## src/rtl/bvb_pkg.sv

```systemverilog
package bvb_pkg;

  // table geometry
  localparam int ENTRIES    = 64;
  localparam int TILE_UNITS = 64;

  localparam int AW    = (ENTRIES > 1) ? $clog2(ENTRIES) : 1;
  localparam int CNT_W = $clog2(ENTRIES + 1);

  // signed width that holds every footprint edge and every box edge
  localparam int TU_BITS = $clog2(TILE_UNITS + 1);
  localparam int CMP_W   = (11 + TU_BITS + 2 > 19) ? (11 + TU_BITS + 2) : 19;

  // command codes carried on tuser
  localparam logic CMD_WRITE = 1'b0;
  localparam logic CMD_QUERY = 1'b1;

  typedef struct packed {
    logic [9:0] tile_x;
    logic [9:0] tile_y;
    logic [3:0] width_x;
    logic [3:0] width_y;
  } footprint_t;

  localparam int FP_W = $bits(footprint_t);

  typedef struct packed {
    logic signed [17:0] min_x;
    logic signed [17:0] min_y;
    logic signed [17:0] max_x;
    logic signed [17:0] max_y;
  } box_t;

endpackage

```

## src/rtl/bvb_ram.sv

```systemverilog
module bvb_ram #(
  parameter int WIDTH = 8,
  parameter int DEPTH = 16
) (
  input  logic                                       clk_i,
  input  logic                                       we_i,
  input  logic [((DEPTH > 1) ? $clog2(DEPTH) : 1)-1:0] waddr_i,
  input  logic [WIDTH-1:0]                           wdata_i,
  input  logic                                       re_i,
  input  logic [((DEPTH > 1) ? $clog2(DEPTH) : 1)-1:0] raddr_i,
  output logic [WIDTH-1:0]                           rdata_o
);

  logic [WIDTH-1:0] mem_q [DEPTH];

  always_ff @(posedge clk_i) begin
    if (we_i) begin
      mem_q[waddr_i] <= wdata_i;
    end
    if (re_i) begin
      rdata_o <= mem_q[raddr_i];
    end
  end

endmodule

```

## src/rtl/bvb_ovl.sv

```systemverilog
module bvb_ovl (
  input  bvb_pkg::footprint_t fp_i,
  input  bvb_pkg::box_t       box_i,
  output logic                overlap_o
);
  import bvb_pkg::*;

  localparam logic signed [CMP_W-1:0] TU = CMP_W'(TILE_UNITS);

  logic signed [CMP_W-1:0] tmin_x, tmin_y;
  logic signed [CMP_W-1:0] wx, wy;
  logic signed [CMP_W-1:0] fx0, fy0, fx1, fy1;
  logic signed [CMP_W-1:0] bx0, by0, bx1, by1;

  always_comb begin
    // footprint min tile = centre - width/2, then scale to fine units
    tmin_x = CMP_W'(fp_i.tile_x) - CMP_W'(fp_i.width_x[3:1]);
    tmin_y = CMP_W'(fp_i.tile_y) - CMP_W'(fp_i.width_y[3:1]);
    wx     = CMP_W'(fp_i.width_x);
    wy     = CMP_W'(fp_i.width_y);
    fx0    = tmin_x * TU;
    fy0    = tmin_y * TU;
    fx1    = fx0 + wx * TU - CMP_W'(1);
    fy1    = fy0 + wy * TU - CMP_W'(1);
    bx0    = CMP_W'($signed(box_i.min_x));
    by0    = CMP_W'($signed(box_i.min_y));
    bx1    = CMP_W'($signed(box_i.max_x));
    by1    = CMP_W'($signed(box_i.max_y));
    overlap_o = (bx1 >= fx0) && (by1 >= fy0) && (bx0 <= fx1) && (by0 <= fy1);
  end

endmodule

```

## src/rtl/box_vs_building_table_first_hit.sv

```systemverilog
// Building footprint table with first-hit box search. A word with tuser = 0
// stores one footprint (index, active, centre tile, widths); a word with
// tuser = 1 runs a query: the inclusive fine-unit box is tested against every
// active entry in ascending index order, and the first overlapping entry other
// than the ignore index is returned. Every input word yields exactly one
// result word (writes return hit = 0, hit_index = -1). A write goes straight
// to the result state; a query result waits for the scan of the table, and
// comes sooner when an early hit stops the scan. The input is ready again
// the cycle after the result is loaded. The scan rate is set
// by the single read port of the footprint RAM, one entry per cycle, feeding
// one shared overlap comparator. The input is not ready while a word is in
// progress; a finished result waits in the output register, so the next word
// can be accepted before the result is taken. Active flags live in
// flip-flops cleared by reset, so the RAM needs no clearing pass.
module box_vs_building_table_first_hit (
  input  logic         clk_i,
  input  logic         rst_ni,
  input  logic         s_tvalid_i,
  output logic         s_tready_o,
  // s_tdata_i, low bit up: index[6:0], active[7], tile_x[17:8], tile_y[27:18],
  // width_x[31:28], width_y[35:32], box_min_x[53:36], box_min_y[71:54],
  // box_max_x[89:72], box_max_y[107:90], zero pad [111:108]
  input  logic [111:0] s_tdata_i,
  // s_tuser_i: cmd[0] (0 write, 1 query)
  input  logic [0:0]   s_tuser_i,
  output logic         m_tvalid_o,
  input  logic         m_tready_i,
  // m_tdata_o, low bit up: hit[0], hit_index[7:1], ignored_seen[8],
  // zero pad [15:9]
  output logic [15:0]  m_tdata_o
);
  import bvb_pkg::*;

  typedef enum logic [1:0] {
    ST_IDLE,
    ST_SCAN,
    ST_DONE
  } state_e;

  // input word fields
  logic signed [6:0] in_index;
  logic              in_active;
  footprint_t        in_fp;
  box_t              in_box;

  assign in_index      = s_tdata_i[6:0];
  assign in_active     = s_tdata_i[7];
  assign in_fp.tile_x  = s_tdata_i[17:8];
  assign in_fp.tile_y  = s_tdata_i[27:18];
  assign in_fp.width_x = s_tdata_i[31:28];
  assign in_fp.width_y = s_tdata_i[35:32];
  assign in_box.min_x  = s_tdata_i[53:36];
  assign in_box.min_y  = s_tdata_i[71:54];
  assign in_box.max_x  = s_tdata_i[89:72];
  assign in_box.max_y  = s_tdata_i[107:90];

  state_e           state_q;
  logic [CNT_W-1:0] addr_q;      // next entry to read
  logic             cmp_vld_q;   // RAM output holds entry cmp_idx_q
  logic [AW-1:0]    cmp_idx_q;
  logic             cmp_act_q;
  logic             hit_q;
  logic             seen_q;
  logic [AW-1:0]    hidx_q;
  logic             m_valid_q;
  logic [15:0]      m_data_q;

  // query payload, no reset
  box_t             box_q;
  logic             ign_vld_q;
  logic [5:0]       ign_idx_q;

  logic [ENTRIES-1:0] active_q;

  logic       in_acc;
  logic       wr_en;
  logic       in_range;
  logic       issue;
  logic [FP_W-1:0] rd_data;
  footprint_t rd_fp;
  logic       overlap;
  logic       ign_match;
  logic       cand;
  logic       last_cmp;
  logic       out_free;
  logic [6:0] hidx_out;

  assign s_tready_o = (state_q == ST_IDLE);
  assign in_acc     = s_tvalid_i && s_tready_o;
  assign in_range   = !in_index[6] && (32'(in_index[5:0]) < ENTRIES);
  assign wr_en      = in_acc && (s_tuser_i[0] == CMD_WRITE) && in_range;
  assign issue      = (state_q == ST_SCAN) && (addr_q < CNT_W'(ENTRIES));

  bvb_ram #(
    .WIDTH (FP_W),
    .DEPTH (ENTRIES)
  ) u_ram (
    .clk_i   (clk_i),
    .we_i    (wr_en),
    .waddr_i (AW'(in_index[5:0])),
    .wdata_i (in_fp),
    .re_i    (issue),
    .raddr_i (addr_q[AW-1:0]),
    .rdata_o (rd_data)
  );

  assign rd_fp = rd_data;

  bvb_ovl u_ovl (
    .fp_i      (rd_fp),
    .box_i     (box_q),
    .overlap_o (overlap)
  );

  assign ign_match = ign_vld_q && (32'(cmp_idx_q) == 32'(ign_idx_q));
  assign cand      = cmp_vld_q && cmp_act_q && overlap;
  assign last_cmp  = cmp_vld_q && (32'(cmp_idx_q) == ENTRIES - 1);
  assign out_free  = !m_valid_q || m_tready_i;
  assign hidx_out  = hit_q ? 7'(hidx_q) : 7'h7f;

  // active flags double as entry valid bits
  always_ff @(posedge clk_i or negedge rst_ni) begin
    if (!rst_ni) begin
      active_q <= '0;
    end else if (wr_en) begin
      active_q[AW'(in_index[5:0])] <= in_active;
    end
  end

  always_ff @(posedge clk_i) begin
    if (in_acc) begin
      box_q     <= in_box;
      ign_vld_q <= !in_index[6];
      ign_idx_q <= in_index[5:0];
    end
  end

  always_ff @(posedge clk_i or negedge rst_ni) begin
    if (!rst_ni) begin
      state_q   <= ST_IDLE;
      addr_q    <= '0;
      cmp_vld_q <= 1'b0;
      cmp_idx_q <= '0;
      cmp_act_q <= 1'b0;
      hit_q     <= 1'b0;
      seen_q    <= 1'b0;
      hidx_q    <= '0;
      m_valid_q <= 1'b0;
      m_data_q  <= '0;
    end else begin
      // output register: load a finished result, else drain on handshake
      if ((state_q == ST_DONE) && out_free) begin
        m_valid_q <= 1'b1;
      end else if (m_valid_q && m_tready_i) begin
        m_valid_q <= 1'b0;
      end
      unique case (state_q)
        ST_IDLE: begin
          if (in_acc) begin
            hit_q     <= 1'b0;
            seen_q    <= 1'b0;
            addr_q    <= '0;
            cmp_vld_q <= 1'b0;
            state_q   <= (s_tuser_i[0] == CMD_QUERY) ? ST_SCAN : ST_DONE;
          end
        end
        ST_SCAN: begin
          // read stage: one RAM read per cycle; a hit drops the read in flight
          cmp_vld_q <= issue && !(cand && !ign_match);
          if (issue) begin
            addr_q    <= addr_q + CNT_W'(1);
            cmp_idx_q <= addr_q[AW-1:0];
            cmp_act_q <= active_q[addr_q[AW-1:0]];
          end
          // compare stage
          if (cand && !ign_match) begin
            hit_q     <= 1'b1;
            hidx_q    <= cmp_idx_q;
            state_q   <= ST_DONE;
          end else begin
            if (cand) begin
              seen_q <= 1'b1;
            end
            if (last_cmp) begin
              state_q   <= ST_DONE;
            end
          end
        end
        ST_DONE: begin
          if (out_free) begin
            m_data_q  <= {7'b0, seen_q, hidx_out, hit_q};
            state_q   <= ST_IDLE;
          end
        end
        default: begin
          state_q <= ST_IDLE;
        end
      endcase
    end
  end

  assign m_tvalid_o = m_valid_q;
  assign m_tdata_o  = m_data_q;

  // a reported hit carries a non-negative index, a miss carries -1
  a_hit_index: assert property (@(posedge clk_i) disable iff (!rst_ni)
    (m_tvalid_o && m_tdata_o[0]) |-> !m_tdata_o[7])
    else $error("hit with negative index");

  a_miss_index: assert property (@(posedge clk_i) disable iff (!rst_ni)
    (m_tvalid_o && !m_tdata_o[0]) |-> (m_tdata_o[7:1] == 7'h7f))
    else $error("miss without index -1");

  a_write_done: assert property (@(posedge clk_i) disable iff (!rst_ni)
    (in_acc && (s_tuser_i[0] == CMD_WRITE)) |=> (state_q == ST_DONE))
    else $error("write did not go to result");

  a_addr_bound: assert property (@(posedge clk_i) disable iff (!rst_ni)
    addr_q <= CNT_W'(ENTRIES))
    else $error("scan address past table");

  a_cmp_scan: assert property (@(posedge clk_i) disable iff (!rst_ni)
    cmp_vld_q |-> (state_q == ST_SCAN))
    else $error("compare stage live outside scan");

endmodule
```

## config.mk

```make
export PLATFORM = sky130hd
export DESIGN_NAME = box_vs_building_table_first_hit
export DESIGN_NICKNAME = d
export VERILOG_FILES = /design/src/rtl/bvb_pkg.sv /design/src/rtl/bvb_ram.sv /design/src/rtl/bvb_ovl.sv /design/src/rtl/box_vs_building_table_first_hit.sv
export SDC_FILE = /design/constraint.sdc
export NUM_CORES = 2
export LEC_CHECK = 0
export BUFFER_PORTS_ARGS = -buffer_cell sky130_fd_sc_hd__buf_2
export CAP_MARGIN = 20
export CORE_UTILIZATION = 59
export DETAILED_ROUTE_END_ITERATION = 10
export PLACE_DENSITY = 0.83
export SLEW_MARGIN = 5
export SYNTH_ARGS = -nofsm -noshare
export SYNTH_HDL_FRONTEND = slang
export SYNTH_SLANG_ARGS = --single-unit
```

## constraint.sdc

```tcl
create_clock -name clk_i -period 6.2 [get_ports clk_i]
set_input_delay 0.31 -clock clk_i [delete_from_list [all_inputs] [get_ports clk_i]]
set_output_delay 0.31 -clock clk_i [all_outputs]
set_load 0.01 [all_outputs]
```

======== Word-level counts from Yosys, hierarchy flattened ========
Memory sizes are Yosys's and may differ from the RTL's. A register that Yosys moved wholly into a read port is not among the register bits.
Cells that the tools add are included.
cells by class
  reductions and logical operators ........ 32
  bitwise gates (word level) .............. 1
  magnitude comparators ................... 8
  add/sub/neg operators ................... 7
  eq/ne operators ......................... 11
  muxes and demuxes ....................... 26
operators with widths
  cell                                                                          number
  64-bit bitwise mux                                                            1
  18-bit by 20-bit <= comparator with 1-bit output                              2
  20-bit by 2-bit subtractor with 20-bit output, second input constant          2
  17-bit by 11-bit adder with 18-bit output                                     2
  18-bit by 17-bit >= comparator with 1-bit output                              2
  10-bit by 3-bit subtractor with 11-bit output                                 2
  7-bit two-way mux                                                             3
  1-bit logical AND                                                             16
  6-bit by 7-bit less-than comparator with 1-bit output, second input constant  2
  7-bit one-hot mux with 2 select lines                                         1
  1-bit two-way mux                                                             10
  2-bit two-way mux                                                             5
  3-bit AND reduction                                                           3
  2-bit != test, second input constant                                          4
  2-bit AND reduction                                                           4
  7-bit by 1-bit adder with 7-bit output, second input constant                 1
  7-bit less-than comparator, second input constant                             1
  1-bit binary-select mux with 6-bit select                                     1
  1-bit demux with 6-bit select                                                 1
  6-bit == test                                                                 1
  6-bit == test, second input constant                                          1
  6-bit by 1-bit >= comparator with 1-bit output, second input constant         1
  1-bit one-hot mux with 2 select lines                                         3
  2-bit one-hot mux with 3 select lines                                         1
  10 further kinds                                                              15
word-level totals
  flip-flop bits (word level) ............. 178
  memories kept ........................... 1
  output and inout port bits .............. 18
  bits of input ports ..................... 117
  bits in writable memories ............... 1,792
  word-level logic and storage cells ...... 103
memory list
  name         depth  width  rd ports  clocked after Yosys merged registers in  wr ports  RTL line       text
  u_ram.mem_q  64     28     1         1                                        1         bvb_ram.sv:14  logic [WIDTH-1:0] mem_q [DEPTH];

======== Depth between registers and ports, before layout ========
  depth in word-level cells ............... 11
  depth in mapped cells ................... 25
  gate-level depth less buffers ........... 24

======== Modules after synthesis ========
From an unflattened synthesis, not the netlist that was laid out.
second synthesis, totals
  cell total of the unflattened synthesis .. 4,021
  area, all modules ....................... 79,792.8 um2
by module, submodules not included
  module                           instances  cells an instance  area an instance (um2)  sequential area each (um2)
  bvb_ram                          1          3,105              69,469.1                54,652.4
  box_vs_building_table_first_hit  1          518                7,345.8                 4,849.7
  bvb_ovl                          1          398                2,977.9                 0.0

======== Least setup slack after synthesis ========
OpenSTA, ideal clock, no wires.
  kind .................................... register to register
  from .................................... register u_ram.rdata_o[18] (read register of u_ram.mem_q)
  to ...................................... register hidx_q[0]
  setup time .............................. 0.125 ns
  buffers on the path ..................... 1
  cell stages (with the launch flop) ...... 25
  required time ........................... 6.075 ns
  period minus slack after synthesis ...... 5.364 ns
  data arrival time ....................... 5.240 ns
  setup slack ............................. 0.836 ns
  cell sequence ........................... edfxtp_1 inv_1 ha_1 inv_1 fa_1 xor2_1 ha_1 nor2b_1 o21ai_0 nand2_1 xnor2_1 nor3_1 or4b_4 nor2_2 xnor2_1 ha_1 a41oi_1 o21ai_0 a21oi_1 o211ai_1 nand3_1 o2111ai_1 or4_1 clkbuf_1 mux2_2
between the ends
  word-level cells in the longest chain between the ends .. 9
  elaborated cells between the ends (all ways) .. 11
ends and longest elaborated chain
  element                                           RTL line                                text
  start: declaration                                bvb_ram.sv:11                           output logic [WIDTH-1:0] rdata_o
  10-bit by 3-bit subtractor with 11-bit output *   bvb_ovl.sv:17                           tmin_x = CMP_W'(fp_i.tile_x) - CMP_W'(fp_i.width_x[3:1]);
  17-bit by 11-bit adder with 18-bit output         bvb_ovl.sv:23                           fx1 = fx0 + wx * TU - CMP_W'(1);
  20-bit by 2-bit subtractor with 20-bit output     bvb_ovl.sv:23
  18-bit by 20-bit <= comparator with 1-bit output  bvb_ovl.sv:29                           overlap_o = (bx1 >= fx0) && (by1 >= fy0) && (bx0 <= fx1) && (by0 <= fy1);
  1-bit logical AND * (2 in series)                 bvb_ovl.sv:29
  1-bit logical AND *                               box_vs_building_table_first_hit.sv:116  assign cand = cmp_vld_q && cmp_act_q && overlap;
  1-bit logical AND *                               box_vs_building_table_first_hit.sv:176  if (cand && !ign_match) begin
  2-bit AND reduction (no line) *                   n/a
  end signal: assignment                            box_vs_building_table_first_hit.sv:178  hidx_q <= cmp_idx_q;
  end: declaration                                  box_vs_building_table_first_hit.sv:64   logic [AW-1:0] hidx_q;
Mark *: on every way between the ends. The rest lies on a longest branch, timed or not.
A chain may end at the register's enable or synchronous reset.

======== Worst setup path after layout ========
  from .................................... register u_ram.rdata_o[2] (read register of u_ram.mem_q)
  to ...................................... register hidx_q[1]
between the ends
  word-level cells in the longest chain between the ends .. 8
  elaborated cells between the ends (all ways) .. 11
ends and longest elaborated chain
  element                                                                                                               RTL line                                text
  10-bit by 3-bit subtractor with 11-bit output                                                                         bvb_ovl.sv:18                           tmin_y = CMP_W'(fp_i.tile_y) - CMP_W'(fp_i.width_y[3:1]);
  17-bit by 11-bit adder with 18-bit output / 18-bit by 17-bit >= comparator with 1-bit output (equally long branches)  bvb_ovl.sv:24, bvb_ovl.sv:29
  20-bit by 2-bit subtractor with 20-bit output / 1-bit logical AND (equally long branches)                             bvb_ovl.sv:24, bvb_ovl.sv:29
  18-bit by 20-bit <= comparator with 1-bit output / 1-bit logical AND (equally long branches)                          bvb_ovl.sv:29
  1-bit logical AND *                                                                                                   bvb_ovl.sv:29
  1-bit logical AND *                                                                                                   box_vs_building_table_first_hit.sv:116
  1-bit logical AND *                                                                                                   box_vs_building_table_first_hit.sv:176
  2-bit AND reduction (no line) *                                                                                       n/a
Marked as above.

==> key figures <==
Outcome
  • Outcome: finished, final reports clean

Logic synthesis
  • Synthesized area per cell: 23.2 µm²
  • Synthesized instance count: 3389
  • Post-synthesis cell area: 0.0785 mm²
  • Yosys warnings: 0
  • Synthesis-stage register bit count: 1998
  • Seq/Total Area, Yosys: 75.8%
  • Ys flop type: sky130_fd_sc_hd__edfxtp_1
  • Synth async-reset ratio: 4.95%
  • Number of enable flip-flop cells after synthesis: 1899
  • Synth unique cells: 76

STA
  • Fraction of the cycle the final worst path needs: 96.5%
  • Maximum achievable frequency: 167 MHz
  • Count of final hold-check violations: 0
  • Transition time at the pin with the least slew margin: 1250 ps
  • Count of final setup violators: 0
  • Worst relative slew slack: 16.4%
  • Count of pins over their slew limit: 0
  • Unrepaired setup endpoints after global routing: no
  • Sum of negative setup slack: 0 ps
  • Final critical path time including I/O delays and setup: 5980 ps
  • Clock Skews: 30.7 ps

Global routing
  • GRT Residual Overflow: 0
  • Largest net degree at the start of global routing: 102
  • Number of antenna violations at the first check in global routing: 25
  • Number of global-route vias before repair: 41800
  • Global-route usage over all layers: 33.5%
  • Global-route wire length before repair: 312000 µm

Placement
  • Final Wtd Congestion: 0.832
  • Placed instance count: 5203
  • Sum of net half-perimeters after detailed placement: 111000 µm
  • Number of input and output port buffers inserted: 123

Floorplan
  • Number of primary I/O pins: 135
  • Area inside the core boundary: 0.132 mm²
  • Starting utilization of the core area: 59.6%
  • Total Die Area: 0.135 mm²
  • Die outline height: 367 µm
  • Number of rows created at floorplan: 133
  • Die W: 367 µm

CTS
  • Clk pin slew, worst setup/hold paths: 70 ps
  • TritonCTS clock tree: built
  • Cell at the root of the clock tree: sky130_fd_sc_hd__clkbuf_16
  • Total clock buffers created by CTS: 185
  • Setup fix buffers added after clock tree synthesis: 0
  • Number of H-tree levels: 4
  • Maximum clock insertion buffer count: 3
  • Clock sink count: 1998
  • Clock latency on the worst-skew pair: 840 ps

Finish
  • Area Growth Syn to Fin: 13.6%
  • Most frequent standard cell in the layout excluding fill and tap cells: sky130_fd_sc_hd__edfxtp_1
  • Core utilization of the finished layout: 67.7%
  • Layout Nets: 3927
  • Final Instance Count excl. Fillers: 5648
  • Ratio of cells with drive above 1 in the final layout: 33.1%
  • Highest-count cells in the layout ignoring fill and taps: sky130_fd_sc_hd__edfxtp_1, sky130_fd_sc_hd__mux4_2, sky130_fd_sc_hd__clkbuf_16, sky130_fd_sc_hd__buf_2, sky130_fd_sc_hd__dfrtp_1
  • Number of fill cells: 7279
  • Footprint of the multi-input gates: 0.0187 mm²
  • Storage element area: 0.0595 mm²

Min path
  • Hold WC Path Type: in -> reg

Power and ir drop
  • Power density normalized to cell area: 395 mW/mm²
  • Max rail drop VDD: 0.000360 V
  • LEAKAGE: 28.2 nW

Drt
  • Number of vias in the routed layout: 41000
  • Post-DRT Antenna Nets: 0
  • DRC violation total after the first TritonRoute iteration: 6994
  • Average wire length per cell after detail routing: 39.4 µm
  • Number of DRC violations after detailed routing: 0
  • Via density per instance: 7.26
  • Length of the first detailed-routing pass in iterations: 6
  • Total wire length: 223000 µm

Run
  • Maxcap violations: 0

Setup path
  • CP arrival: 6680 ps
  • Setup crit start kind: register
  • Critical Path End Type: register
  • Crit Path Category: reg -> reg
  • Worst endpoint required time: 6900 ps
  • Maximum fanout along the worst path: 7
==> path summary, 6_finish.rpt <==
| path | startpoint | endpoint | slack [ps] | cells past startpoint |
|---|---|---|---|---|
| worst min register to register | active_q[47] | active_q[47] | 500 | 1 |
| max in group asynchronous | rst_ni | addr_q[0] | 4630 | 3 |
| worst max-delay path | u_ram.rdata_o[2] | hidx_q[1] | 220 | 21 |
| worst max register to register | u_ram.rdata_o[2] | hidx_q[1] | 220 | 21 |
| min in group asynchronous | rst_ni | active_q[30] | 80 | 2 |
| worst min-delay path | s_tdata_i[13] | u_ram.mem_q[50][23] | 50 | 1 |
==> flip-flops by register name, summed over array words and instances (netlist names), 7 cells and up <==
signal and cells:
box_q 72, u_ram.mem_q 1792, active_q 64, addr_q 7, m_tdata_o 9, u_ram.rdata_o 28
==> where the power goes <==
| group | switching, mW | leakage [nW] | internal [mW] |
|---|---|---|---|
| sequential | 0.330 | 18.4 | 15.1 |
| combinational | 4.41 | 6.83 | 3.83 |
| clock | 5.14 | 2.94 | 6.44 |
| total | 9.87 | 28.2 | 25.4 |
==> logic make-up after synthesis <==
kind of cell | count (synthesis) | synth area share [%]
AOI/OAI and AO/OA | 97 | 0.862
and+or+nand+nor | 259 | 1.77
xor gates and xnor gates | 55 | 0.623
DFF | 1998 | 75.8
adders and majority gates | 73 | 1.20
buffers and inverters | 213 | 1.13
muxes | 693 | 18.7
other | 1 | 0.00477
==> area by class of cell <==
class	count	share of cell area (%)
clock buffer	229	5.57
clock inverter	109	1.14
inverter	46	0.195
sequential	1998	66.7
antenna	5	0.0140
tap	1755	2.46
multi-input combinational	1184	20.9
timing repair buffer	322	3.01
==> metal layers <==
metal / vias up / wire length, µm / GRT usage, %
li1: 15100 / - / -
met3: 846 / 28900 / 9.88
met5: - / 169 / 0.0356
met4: 26 / 12200 / 16.8
met2: 4049 / 109000 / 53.9
met1: 21000 / 72300 / 41.7
==> synthesized netlist by cell type, drive strengths merged (5+ instances only) <==
library cell,count,share of area (%)
a211oi,6,0.064
a21o,7,0.067
a21oi,22,0.16
a31oi,6,0.048
buf,78,0.48
clkbuf,89,0.43
dfrtp,99,3.2
edfxtp,1899,73
ha,69,1.1
inv,44,0.21
mux2,80,1.1
mux4,609,17
nand2,32,0.15
nand2b,5,0.040
nand3,10,0.064
nand3b,9,0.10
nand4,20,0.17
nor2,98,0.47
nor2b,13,0.11
nor3,22,0.15
nor4,8,0.11
o211ai,6,0.075
o21ai,17,0.11
or2,8,0.064
or3,10,0.086
or3b,5,0.056
xnor2,28,0.32
xor2,27,0.30
==> critical path: stages, from the launching register on <==
cell                       delay, ps
sky130_fd_sc_hd__edfxtp_1        430
sky130_fd_sc_hd__inv_1           150
sky130_fd_sc_hd__ha_1            240
sky130_fd_sc_hd__nor2b_1         140
sky130_fd_sc_hd__o21a_1          220
sky130_fd_sc_hd__nor2_1          160
sky130_fd_sc_hd__xor2_1          220
sky130_fd_sc_hd__ha_1            340
sky130_fd_sc_hd__xor2_1          170
sky130_fd_sc_hd__o32ai_1         380
sky130_fd_sc_hd__or3b_2          550
sky130_fd_sc_hd__nor4_4          240
sky130_fd_sc_hd__mux2i_1         270
sky130_fd_sc_hd__xnor2_1         170
sky130_fd_sc_hd__ha_1            280
sky130_fd_sc_hd__nand4_1         120
sky130_fd_sc_hd__nor2_1           80
sky130_fd_sc_hd__a21boi_0        130
sky130_fd_sc_hd__o21ai_0         400
sky130_fd_sc_hd__o311ai_1        310
sky130_fd_sc_hd__or4_4           550
sky130_fd_sc_hd__mux2_2          300
==> through the flow <==
step                hold slack, ps  cell area (µm²)  power (mW)  setup slack (ps)
finish                        45.2            89200        35.2               220
global route                  44.3            89200        36.2              48.6
detailed placement             294            82100        23.5               185
CTS                            106            88900        35.1               162
floorplan                     14.4            78600        21.3               836
global placement               285            82100        23.2               373
==> repair_timing <==
action / 4_1_cts / 5_1_grt
setup endpoints to repair: 0 / 6
hold buffers: 83 / 7
hold endpoints to repair: 116 / 95
gates resized for setup: 0 / 3
Power figures use the tool's default switching activity.
